### config.mk
export PLATFORM = sky130hd
export DESIGN_NAME = i2c_interrupt_transfer_sequencer_unit_flat
export DESIGN_NICKNAME = d
export VERILOG_FILES = /design/src/itseq_pkg.sv /design/src/itseq_if.sv /design/src/i2c_interrupt_transfer_sequencer_unit.sv /design/src/flat_wrapper.sv
export SDC_FILE = /design/constraint.sdc
export NUM_CORES = 1
export LEC_CHECK = 0
export BUFFER_PORTS_ARGS = -buffer_cell sky130_fd_sc_hd__buf_2
export CAP_MARGIN = 40
export CORE_MARGIN = 8
export CORE_UTILIZATION = 45
export DETAILED_ROUTE_END_ITERATION = 8
export PLACE_DENSITY_LB_ADDON = 0.05
export SLEW_MARGIN = 0
export SYNTH_ARGS = -nofsm -noshare
export SYNTH_HDL_FRONTEND = slang
export SYNTH_SLANG_ARGS = --single-unit
### constraint.sdc
create_clock -name clock -period 2.6 [get_ports clock]
set_input_delay 0.52 -clock clock [delete_from_list [all_inputs] [get_ports clock]]
set_output_delay 0.52 -clock clock [all_outputs]
set_load 0.005 [all_outputs]
### src/itseq_pkg.sv
// itseq_pkg: shared types and constants of the i2c interrupt transfer sequencer
// no dependencies; used by the channel interfaces, the top level and its checker

package itseq_pkg;

   // default width of the byte counter
   localparam int unsigned LengthBitsDefault = 16;

   // fixed widths of the request and response fields
   localparam int unsigned LengthW = 16;
   localparam int unsigned AddrW   = 7;
   localparam int unsigned FlagsW  = 7;
   localparam int unsigned ByteW   = 8;

   // event flag bit positions
   localparam int unsigned EvSb    = 0;
   localparam int unsigned EvAddr  = 1;
   localparam int unsigned EvTxe   = 2;
   localparam int unsigned EvRxne  = 3;
   localparam int unsigned EvBtf   = 4;
   localparam int unsigned EvAf    = 5;
   localparam int unsigned EvStopf = 6;

   // request command codes
   typedef enum logic {
      CMD_START = 1'b0,
      CMD_EVENT = 1'b1
   } command_type;

   // transfer phase codes, as reported on the response
   typedef enum logic [2:0] {
      PH_READY = 3'd0,
      PH_MTX   = 3'd1,
      PH_MRX   = 3'd2,
      PH_STX   = 3'd3,
      PH_SRX   = 3'd4
   } phase_type;

   typedef struct packed {
      logic                command;
      logic [1:0]          mode;
      logic [AddrW-1:0]    dev_addr;
      logic [LengthW-1:0]  length;
      logic                skip_stop;
      logic [FlagsW-1:0]   event_flags;
      logic [ByteW-1:0]    tx_byte;
      logic [ByteW-1:0]    rx_data;
   } req_type;

   typedef struct packed {
      logic                dr_write;
      logic [ByteW-1:0]    dr_value;
      logic                tx_taken;
      logic                rx_valid;
      logic [ByteW-1:0]    rx_value;
      logic                start_cond;
      logic                stop_cond;
      logic                ack_enable;
      logic                irq_enable;
      logic                done_res;
      logic [2:0]          phase;
      logic                rejected;
   } rsp_type;

endpackage

### src/itseq_if.sv
// itseq_req_if / itseq_rsp_if: valid-ready channels of the transfer sequencer
// depends on itseq_pkg for the payload types

interface itseq_req_if
   import itseq_pkg::*;
();
   logic    valid;
   logic    ready;
   req_type data;

   modport source (output valid, output data, input ready);
   modport sink   (input valid, input data, output ready);
endinterface

interface itseq_rsp_if
   import itseq_pkg::*;
();
   logic    valid;
   logic    ready;
   rsp_type data;

   modport source (output valid, output data, input ready);
   modport sink   (input valid, input data, output ready);
endinterface

### src/i2c_interrupt_transfer_sequencer_unit.sv
// i2c_interrupt_transfer_sequencer_unit: top level of the transfer sequencer
// depends on itseq_pkg and the channel interfaces in itseq_if.sv

// Sequences one interrupt-driven I2C transfer. A start request (command 0)
// arms master tx, master rx, slave tx or slave rx; status events (command 1)
// then drive data register writes, received byte delivery, ACK and STOP
// control. Every request gives exactly one response. A request is taken into
// an input register, evaluated against the transfer state combinationally and
// the response lands in an output register, so one request is accepted per
// clock while rsp_if does not stall; the rate is set by the state update loop.
// The input register takes a new request while a response still waits on
// rsp_if.
module i2c_interrupt_transfer_sequencer_unit
   import itseq_pkg::*;
#(
   parameter int unsigned LENGTH_BITS = LengthBitsDefault
) (
   input  logic        clock,
   input  logic        reset,
   itseq_req_if.sink   req_if,
   itseq_rsp_if.source rsp_if
);

   // input stage
   logic    in_valid_ff, in_valid_in;
   req_type in_data_ff;

   // output stage
   logic    out_valid_ff, out_valid_in;
   rsp_type out_data_ff, out_data_in;

   // transfer state
   phase_type              phase_ff, phase_in;
   logic [LENGTH_BITS-1:0] bytes_left_ff, bytes_left_in;
   logic [AddrW-1:0]       saved_addr_ff, saved_addr_in;
   logic                   keep_bus_ff, keep_bus_in;
   logic                   ack_ff, ack_in;
   logic                   irq_ff, irq_in;

   logic out_free;
   logic advance;
   logic req_take;

   // handshake
   assign out_free = !out_valid_ff || rsp_if.ready;
   assign advance  = in_valid_ff && out_free;
   assign req_if.ready = !in_valid_ff || out_free;
   assign req_take = req_if.valid && req_if.ready;

   assign rsp_if.valid = out_valid_ff;
   assign rsp_if.data  = out_data_ff;

   always_comb begin
      in_valid_in  = req_take ? 1'b1 : (advance ? 1'b0 : in_valid_ff);
      out_valid_in = advance ? 1'b1 : (rsp_if.ready ? 1'b0 : out_valid_ff);
   end

   // request evaluation against the transfer state
   always_comb begin
      logic [31:0]            len_wide;
      logic [LENGTH_BITS-1:0] len;
      logic [FlagsW-1:0]      ev;
      logic                   close;
      logic                   is_master;
      logic                   two_left;
      logic [LENGTH_BITS-1:0] bl_dec;

      len_wide  = {{(32 - LengthW){1'b0}}, in_data_ff.length};
      len       = len_wide[LENGTH_BITS-1:0];
      ev        = in_data_ff.event_flags;
      close     = 1'b0;
      is_master = (phase_ff == PH_MTX) || (phase_ff == PH_MRX);
      two_left  = (33'(bytes_left_ff) == 33'd2);
      bl_dec    = bytes_left_ff - LENGTH_BITS'(1);

      phase_in      = phase_ff;
      bytes_left_in = bytes_left_ff;
      saved_addr_in = saved_addr_ff;
      keep_bus_in   = keep_bus_ff;
      ack_in        = ack_ff;
      irq_in        = irq_ff;
      out_data_in   = '0;

      if (in_data_ff.command == CMD_START) begin
         // start request: arm a transfer or reject it
         if (phase_ff != PH_READY) begin
            out_data_in.rejected = 1'b1;
         end else begin
            phase_in      = phase_type'({1'b0, in_data_ff.mode} + 3'd1);
            bytes_left_in = len;
            saved_addr_in = in_data_ff.dev_addr;
            keep_bus_in   = in_data_ff.skip_stop;
            if ((phase_in == PH_MTX) || (phase_in == PH_MRX)) begin
               out_data_in.start_cond = 1'b1;
            end
            if (phase_in != PH_MTX) begin
               ack_in = 1'b1;
            end
            irq_in = 1'b1;
         end
      end else if (is_master) begin
         // address phase
         if (ev[EvSb]) begin
            out_data_in.dr_write = 1'b1;
            out_data_in.dr_value = {saved_addr_ff, (phase_ff == PH_MRX)};
         end
         if (ev[EvAddr] && (phase_ff == PH_MRX) && (bytes_left_ff == LENGTH_BITS'(1))) begin
            ack_in = 1'b0;
         end
         if (phase_ff == PH_MTX) begin
            // master transmit data
            if ((bytes_left_ff == '0) && ev[EvBtf] && ev[EvTxe]) begin
               close = 1'b1;
            end else if (ev[EvTxe] && (bytes_left_ff != '0) && !ev[EvSb]) begin
               out_data_in.dr_write = 1'b1;
               out_data_in.dr_value = in_data_ff.tx_byte;
               out_data_in.tx_taken = 1'b1;
               bytes_left_in        = bl_dec;
            end
         end else if (ev[EvRxne]) begin
            // master receive data, ack dropped two bytes before the end
            if (two_left) begin
               ack_in = 1'b0;
            end
            out_data_in.rx_valid = 1'b1;
            out_data_in.rx_value = in_data_ff.rx_data;
            if (bytes_left_ff != '0) begin
               bytes_left_in = bl_dec;
            end
            if ((bytes_left_ff == '0) || (bytes_left_ff == LENGTH_BITS'(1))) begin
               close = 1'b1;
            end
         end
      end else if (phase_ff == PH_STX) begin
         // slave transmit, closes on acknowledge failure
         if (ev[EvTxe] && (bytes_left_ff != '0)) begin
            out_data_in.dr_write = 1'b1;
            out_data_in.dr_value = in_data_ff.tx_byte;
            out_data_in.tx_taken = 1'b1;
            bytes_left_in        = bl_dec;
         end
         if (ev[EvAf]) begin
            close = 1'b1;
         end
      end else if (phase_ff == PH_SRX) begin
         // slave receive, count saturates at zero, closes on stop
         if (ev[EvRxne]) begin
            out_data_in.rx_valid = 1'b1;
            out_data_in.rx_value = in_data_ff.rx_data;
            if (bytes_left_ff != '0) begin
               bytes_left_in = bl_dec;
            end
         end
         if (ev[EvStopf]) begin
            close = 1'b1;
         end
      end

      // transfer close
      if (close) begin
         out_data_in.stop_cond = !keep_bus_ff;
         out_data_in.done_res  = 1'b1;
         irq_in                = 1'b0;
         if ((phase_ff == PH_STX) || (phase_ff == PH_SRX)) begin
            ack_in = 1'b0;
         end
         phase_in      = PH_READY;
         bytes_left_in = '0;
         saved_addr_in = '0;
         keep_bus_in   = 1'b0;
      end

      out_data_in.ack_enable = ack_in;
      out_data_in.irq_enable = irq_in;
      out_data_in.phase      = phase_in;
   end

   // control and state registers
   always_ff @(posedge clock) begin
      if (reset) begin
         in_valid_ff   <= 1'b0;
         out_valid_ff  <= 1'b0;
         phase_ff      <= PH_READY;
         bytes_left_ff <= '0;
         saved_addr_ff <= '0;
         keep_bus_ff   <= 1'b0;
         ack_ff        <= 1'b0;
         irq_ff        <= 1'b0;
      end else begin
         in_valid_ff  <= in_valid_in;
         out_valid_ff <= out_valid_in;
         if (advance) begin
            phase_ff      <= phase_in;
            bytes_left_ff <= bytes_left_in;
            saved_addr_ff <= saved_addr_in;
            keep_bus_ff   <= keep_bus_in;
            ack_ff        <= ack_in;
            irq_ff        <= irq_in;
         end
      end
   end

   // payload registers
   always_ff @(posedge clock) begin
      if (req_take) begin
         in_data_ff <= req_if.data;
      end
      if (advance) begin
         out_data_ff <= out_data_in;
      end
   end

endmodule

### src/flat_wrapper.sv
// flat-port wrapper written by rule: the top's interface ports become plain ports
module i2c_interrupt_transfer_sequencer_unit_flat import itseq_pkg::*;
#(
   parameter int unsigned LENGTH_BITS = LengthBitsDefault
)
  (clock, reset, req_if_valid, req_if_data, req_if_ready, rsp_if_valid, rsp_if_data, rsp_if_ready);
  itseq_req_if req_if_i ();
  itseq_rsp_if rsp_if_i ();
  input  logic clock;
  input  logic reset;
  input wire logic [$bits(req_if_i.valid)-1:0] req_if_valid;
  input wire logic [$bits(req_if_i.data)-1:0] req_if_data;
  output wire logic [$bits(req_if_i.ready)-1:0] req_if_ready;
  output wire logic [$bits(rsp_if_i.valid)-1:0] rsp_if_valid;
  output wire logic [$bits(rsp_if_i.data)-1:0] rsp_if_data;
  input wire logic [$bits(rsp_if_i.ready)-1:0] rsp_if_ready;
  assign req_if_i.valid = req_if_valid;
  assign req_if_i.data = req_if_data;
  assign req_if_ready = req_if_i.ready;
  assign rsp_if_valid = rsp_if_i.valid;
  assign rsp_if_data = rsp_if_i.data;
  assign rsp_if_i.ready = rsp_if_ready;
  i2c_interrupt_transfer_sequencer_unit #(.LENGTH_BITS(LENGTH_BITS)) u_core (.clock(clock), .reset(reset), .req_if(req_if_i), .rsp_if(rsp_if_i));
endmodule
==> results of run 1 <==
-- critical path, cell delays in order, from the launching register on --
cell and delay (ns):
dfxtp_1 0.37, inv_1 0.13, ha_2 0.22, or2b_2 0.36, or3_1 0.38, o211ai_2 0.22
and2_4 0.22, buf_4 0.16, nand2_2 0.10, o221ai_1 0.18
-- cell usage in the layout, fill, tap and decap left out, types with 5 or more instances in the layout --
cell type	count
nor3_1	7
nor2b_1	15
nor2_1	40
nand3_1	20
inv_1	16
a22o_1	9
buf_4	27
nand2_1	20
edfxtp_1	78
nand2b_1	5
dfxtp_1	31
buf_2	85
a31oi_1	5
a22oi_1	8
ha_1	5
o21ai_0	6
and2_1	9
a21oi_1	19
clkbuf_8	10
-- cell type report --
type / count / area (um^2)
well taps: 136 / 170.2
multi-input cells: 253 / 1633
clock buffers: 10 / 137.6
repair buffers: 112 / 628.1
fillers: 907 / 4629
inverters: 17 / 63.81
clock inverters: 6 / 52.55
flip-flops and latches: 109 / 2963
-- power groups by stage --
stage / logic [uW] / clock network, uW / registers (uW)
floorplan: 317 / 0 / 2030
global placement: 508 / 0 / 2040
detailed placement: 510 / 0 / 2040
CTS: 513 / 1010 / 2000
global route: 570 / 1070 / 2010
finish: 513 / 972 / 2000
-- stage by stage --
| stage | std cells | hold slack [ns] | worst slack (ns) |
|---|---|---|---|
| after floorplan | 396 | 0.4358 | 0.2022 |
| after detailed placement | 627 | 0.4416 | 0.1357 |
| after CTS | 643 | 0.2879 | 0.1071 |
| after global placement | 625 | 0.4417 | 0.1960 |
| after global routing | 643 | 0.2768 | 0.03353 |
| final | 643 | 0.3085 | 0.1707 |
-- state kept, by name (all words and copies together), names as in the netlist --
signal and cells:
u_core.in_valid_ff 1, u_core.keep_bus_ff 1, u_core.phase_ff 3, u_core.rsp_if.valid 1, u_core.in_data_ff 50, u_core.ack_ff 1
u_core.saved_addr_ff 7, u_core.irq_ff 1, u_core.bytes_left_ff 16, u_core.rsp_if.data 28
-- cell families (layout without fill, tap and decap cells) --
logic type	count (synthesis)	count (layout)	share of synthesized area (%)
flops	109	109	62.55
buf+inv	34	145	3.169
xor+xnor	2	2	0.3699
simple gates	146	146	16.38
mux	1	1	0.2113
compound gates	98	98	15.74
fa+ha+maj	6	6	1.585
-- routing by layer --
metal  vias to the layer above  track usage, %
li1                       1711               -
met1                      1665           20.37
met2                       104           25.82
met3                         4           5.426
met4                         0           3.320
met5                         -               0
-- worst paths after layout --
| path | to | slack, ns |
|---|---|---|
| setup / recovery | u_core.bytes_left_ff[9]$_SDFFE_PP0P_ | 0.17 |
| hold / removal | u_core.in_data_ff[42]$_DFFE_PP_ | 0.31 |
| setup reg to reg | u_core.bytes_left_ff[9]$_SDFFE_PP0P_ | 0.17 |
| hold reg to reg | u_core.saved_addr_ff[6]$_SDFFE_PP0P_ | 0.46 |
-- what timing repair did --
| item | CTS | global route |
|---|---|---|
| endpoints found under the setup margin | 0 | 12 |
| gates resized for setup | 0 | 4 |
| setup buffers | 0 | 0 |
==> results.yml, run 1 <==
yosys:
  synth_area_per_cell_um2: 11.96
  synth_edf_count: 78
  yosysWarnings: 0
  ys_seq_elements: 109
  synth_area_um2: 4737
  ys_top_cells_by_area: "edfxtp_1, dfxtp_1, nor2_1"
  syn_inst: 396
  yosysTopAreaCellShare_pct: 49.45
  synth_common_cells: "edfxtp_1, nor2_1, dfxtp_1"
  yosysUniqueCellTypes: 70
  yosysSeqAreaShare_pct: 62.55
  synth.largest_area_cell: "edfxtp_1"
  synthArstFlopShare_pct: 0
  synth_most_common_cell: "edfxtp_1"
  ys.flop_type: "edfxtp_1"
  synth_fp_nets: 456
detailed_routing:
  drt-wirelength-per-cell_um: 16.99
  drt_iter0_drc: 213
  wl_met2_um: 5106
  highest_layer: "met4"
  wirelength_um: 10930
  drt-pass1-iter-count: 4
  route.met3.wl_um: 721
  met1Wirelength_um: 5025
  vias: 3484
  vias_per_cell: 5.418
  drc: 0
  ant_nets: 0
setup_path:
  crit_fanout: 7
  cp.arrival_ns: 2.72
  reg2reg_from: "u_core.bytes_left_ff[0]$_SDFFE_PP0P_"
  crit_type: "reg -> reg"
  reg2reg_depth: 9
  crit_path_start_kind: "register"
  required_ns: 2.89
  critPathLaunch: "u_core.bytes_left_ff[0]$_SDFFE_PP0P_"
  worstSetupEndpointType: "register"
clock_tree:
  clock_latency_ns: 0.38
  holdBufCountCts: 0
  clk_path_buf_depth: 2
  h-tree-depth: 3
  cts.sinks: 109
  cts_tree: "done"
  cts_made_buffers: 9
  path_clk_slew_ns: 0.11
  cts_root_buf: "clkbuf_8"
hold_path:
  holdPathStages: 1
  worstHoldStart: "req_if_data[42]"
  hp-class: "in -> reg"
status:
  outcome: "completed"
timing:
  period_minus_slack_ns: 2.429
  maxSlewHeadroom_pct: 51.00
  fmax_mhz: 411.6
  worst_slew_pin_slew_ns: 0.7323
  setup_viol: 0
  finalHoldViolCount: 0
  fin_skew_ns: 0.01516
  fin_crit_sh_pct: 93.43
  slew_violations: 0
  finalSetupTns_ns: 0
  rsz0062_at_grt: "false"
grt:
  antenna_found_initial: 0
  grt_pass1_wl_um: 18120
  gr-total-overflow: 0
  grt_pass1_vias: 3535
  grt_max_degree: 34
  grt_usage_pct: 15.98
finish:
  antenna_cells: 0
  syn2layout_area_growth_pct: 19.23
  drive_gt1_share_pct: 29.98
  postLayoutCellArea_um2: 5648
  utilization_pct: 54.96
  finalNetCount: 562
die:
  rows: 37
  die_width_um: 118.6
  die_height_um: 118.6
  core_region_area_um2: 10280
  ios: 84
  dieArea_um2: 14070
  initial_core_util_pct: 46.09
power:
  p_int_uw: 2566
  p_leak_uw: 0.002177
  combPwrFrac_pct: 14.7
  worst_ir_drop_vdd_uv: 328.8
  p_per_area_nw_per_um2: 617.1
  share_clk_of_total_power_pct: 27.9
  power_frac_seq_pct: 57.4
  finalPower_uw: 3485
  power.switching_uw: 919.9
  swShare_pct: 26.39
placement:
  port_buffers: 83
  place_congestion: 0.8721
  dpl.hpwl_um: 7970
  dpl_cell_area_um2: 5450
job:
  max_cap_viol_count: 0
Note: power is estimated with default switching activity, not from simulation.
==> run 2: changes to the inputs <==
Settings changed: CORE_UTILIZATION 45 to 35.
==> run 2 against run 1 <==
Net effect: total power increased by 13%; fmax increased by 0.30%; flip-flop and latch count unchanged; clock power increased by 45%; critical path depth unchanged; global-route usage decreased by 1.9 points; highest routed layer unchanged.
==> results.yml, run 2 (synthesis results as in run 1) <==
die:
  core_region_area_um2: 13240
  dieArea_um2: 17510
  die_height_um: 132.3
  ios: 84
  rows: 42
  die_width_um: 132.3
  initial_core_util_pct: 35.77
finish:
  regMostFlops: "u_core.in_data_ff"
  final_common_cell: "buf_2"
  n_fill_cell: 1293
  finalNetCount: 566
  syn2layout_area_growth_pct: 23.32
  drive_gt1_share_pct: 30.33
  antenna_cells: 0
  final_cell_mix: "buf_2, edfxtp_1, nor2_1"
  largest_reg_flops: 50
detailed_routing:
  vias_per_cell: 5.017
  wirelength_um: 12020
  drt_iter0_drc: 194
  drc: 0
  ant_nets: 0
  drt-pass1-iter-count: 4
  vias: 3447
  drt-wirelength-per-cell_um: 17.50
clock_tree:
  holdBufCountCts: 0
  cts_root_buf: "clkbuf_16"
  postCtsSetupBuffers: 0
  clock_latency_ns: 0.36
  clk_path_buf_depth: 2
  cts_made_buffers: 9
  h-tree-depth: 3
  path_clk_slew_ns: 0.08
  cts.sinks: 109
  cts_tree: "done"
grt:
  grt_usage_pct: 14.06
  grt_pass1_wl_um: 19460
  grt_max_degree: 33
  antenna_found_initial: 0
  gr-total-overflow: 0
  grt_pass1_vias: 3564
setup_path:
  max_stage_delay_ns: 0.38
  crit_chain: "inv_1 > ha_2 > or2b_2 > or3_1 > o211ai_2 > and2_4 > buf_4 > nand2_2 > o221ai_1"
  crit_type: "reg -> reg"
  crit_buf_inv: 2
  cp.arrival_ns: 2.70
  worstSetupEndpointType: "register"
  required_ns: 2.87
  r2r_slack_ns: 0.18
  crit_slowest_cell: "or3_1"
  crit_fanout: 7
  crit_path_start_kind: "register"
  crit_family: "simple AND/OR/NAND/NOR gates"
timing:
  worst_slew_pin_slew_ns: 0.7456
  period_minus_slack_ns: 2.422
  finalSetupTns_ns: 0
  worst_slack_ns: 0.1780
  finalHoldViolCount: 0
  fin_crit_sh_pct: 93.15
  rsz0062_at_grt: "false"
  fmax_mhz: 412.9
  slew_violations: 0
  fin_skew_ns: 0.01002
  setup_viol: 0
  maxSlewHeadroom_pct: 50.11
status:
  outcome: "completed"
power:
  worst_ir_drop_vdd_uv: 298.0
  power_frac_seq_pct: 50.8
  power.switching_uw: 1022
  p_int_uw: 2914
  p_leak_uw: 0.002251
  swShare_pct: 25.97
  combPwrFrac_pct: 13.5
  share_clk_of_total_power_pct: 35.7
  finalPower_uw: 3936
  p_per_area_nw_per_um2: 673.7
hold_path:
  hp-class: "in -> reg"
placement:
  place_ws_ns: 0.1356
  place_congestion: 0.8219
  dpl.hpwl_um: 8897
  port_buffers: 83
job:
  max_cap_viol_count: 0
run 2: power groups by stage:
stage,Sequential [uW],Combinational (uW),Clock (uW)
6_report,2000,531,1410
4_1_cts,2000,536,1450
5_1_grt,2010,590,1520
3_3_place_gp,2040,526,0
2_1_floorplan,2030,317,0
3_5_place_dp,2040,534,0
run 2: final timing paths:
path,to,depth (start not counted),startpoint
worst max register to register,u_core.bytes_left_ff[0]$_SDFFE_PP0P_,9,u_core.bytes_left_ff[0]$_SDFFE_PP0P_
worst max-delay path,u_core.bytes_left_ff[0]$_SDFFE_PP0P_,9,u_core.bytes_left_ff[0]$_SDFFE_PP0P_
worst min-delay path,u_core.in_data_ff[40]$_DFFE_PP_,1,req_if_data[40]
worst min register to register,u_core.saved_addr_ff[1]$_SDFFE_PP0P_,1,u_core.in_data_ff[41]$_DFFE_PP_
run 2: what timing repair did:
| action | CTS | global route |
|---|---|---|
| hold endpoints to repair | 0 | 0 |
| setup endpoints to repair | 0 | 5 |
| resized for setup | 0 | 3 |
run 2: per-layer routing:
layer	track usage [%]	routed length, um	vias to the layer above
li1	-	-	1719
met1	18.25	5730	1651
met2	22.03	5725	72
met3	3.735	487	5
met4	5.047	80	0
met5	0	0	-
run 2: per-stage QoR:
step | util [%] | std cells | hold slack [ns] | area (um^2)
final | 44.11 | 687 | 0.3334 | 5842
after global routing | 44.11 | 687 | 0.3118 | 5842
after CTS | 44.09 | 687 | 0.3162 | 5838
after detailed placement | 41.76 | 671 | 0.4397 | 5530
after global placement | 41.63 | 668 | 0.4378 | 5513
after floorplan | - | 396 | 0.4358 | 4737
run 2: area by class of cell:
class,count,area (um^2),area share [%]
sequential,109,2963,50.72
multi-input combinational,253,1629,27.89
timing repair buffer,116,658.1,11.27
clock buffer,10,250.2,4.284
tap,176,220.2,3.770
inverter,17,63.81,1.092
clock inverter,6,57.56,0.9852
run 2: worst register-to-register path, cell delays in order, from the launching register on:
cell      delay (ns)
dfxtp_1         0.36
inv_1           0.12
ha_2            0.23
or2b_2          0.36
or3_1           0.38
o211ai_2        0.22
and2_4          0.22
buf_4           0.16
nand2_2         0.10
o221ai_1        0.19
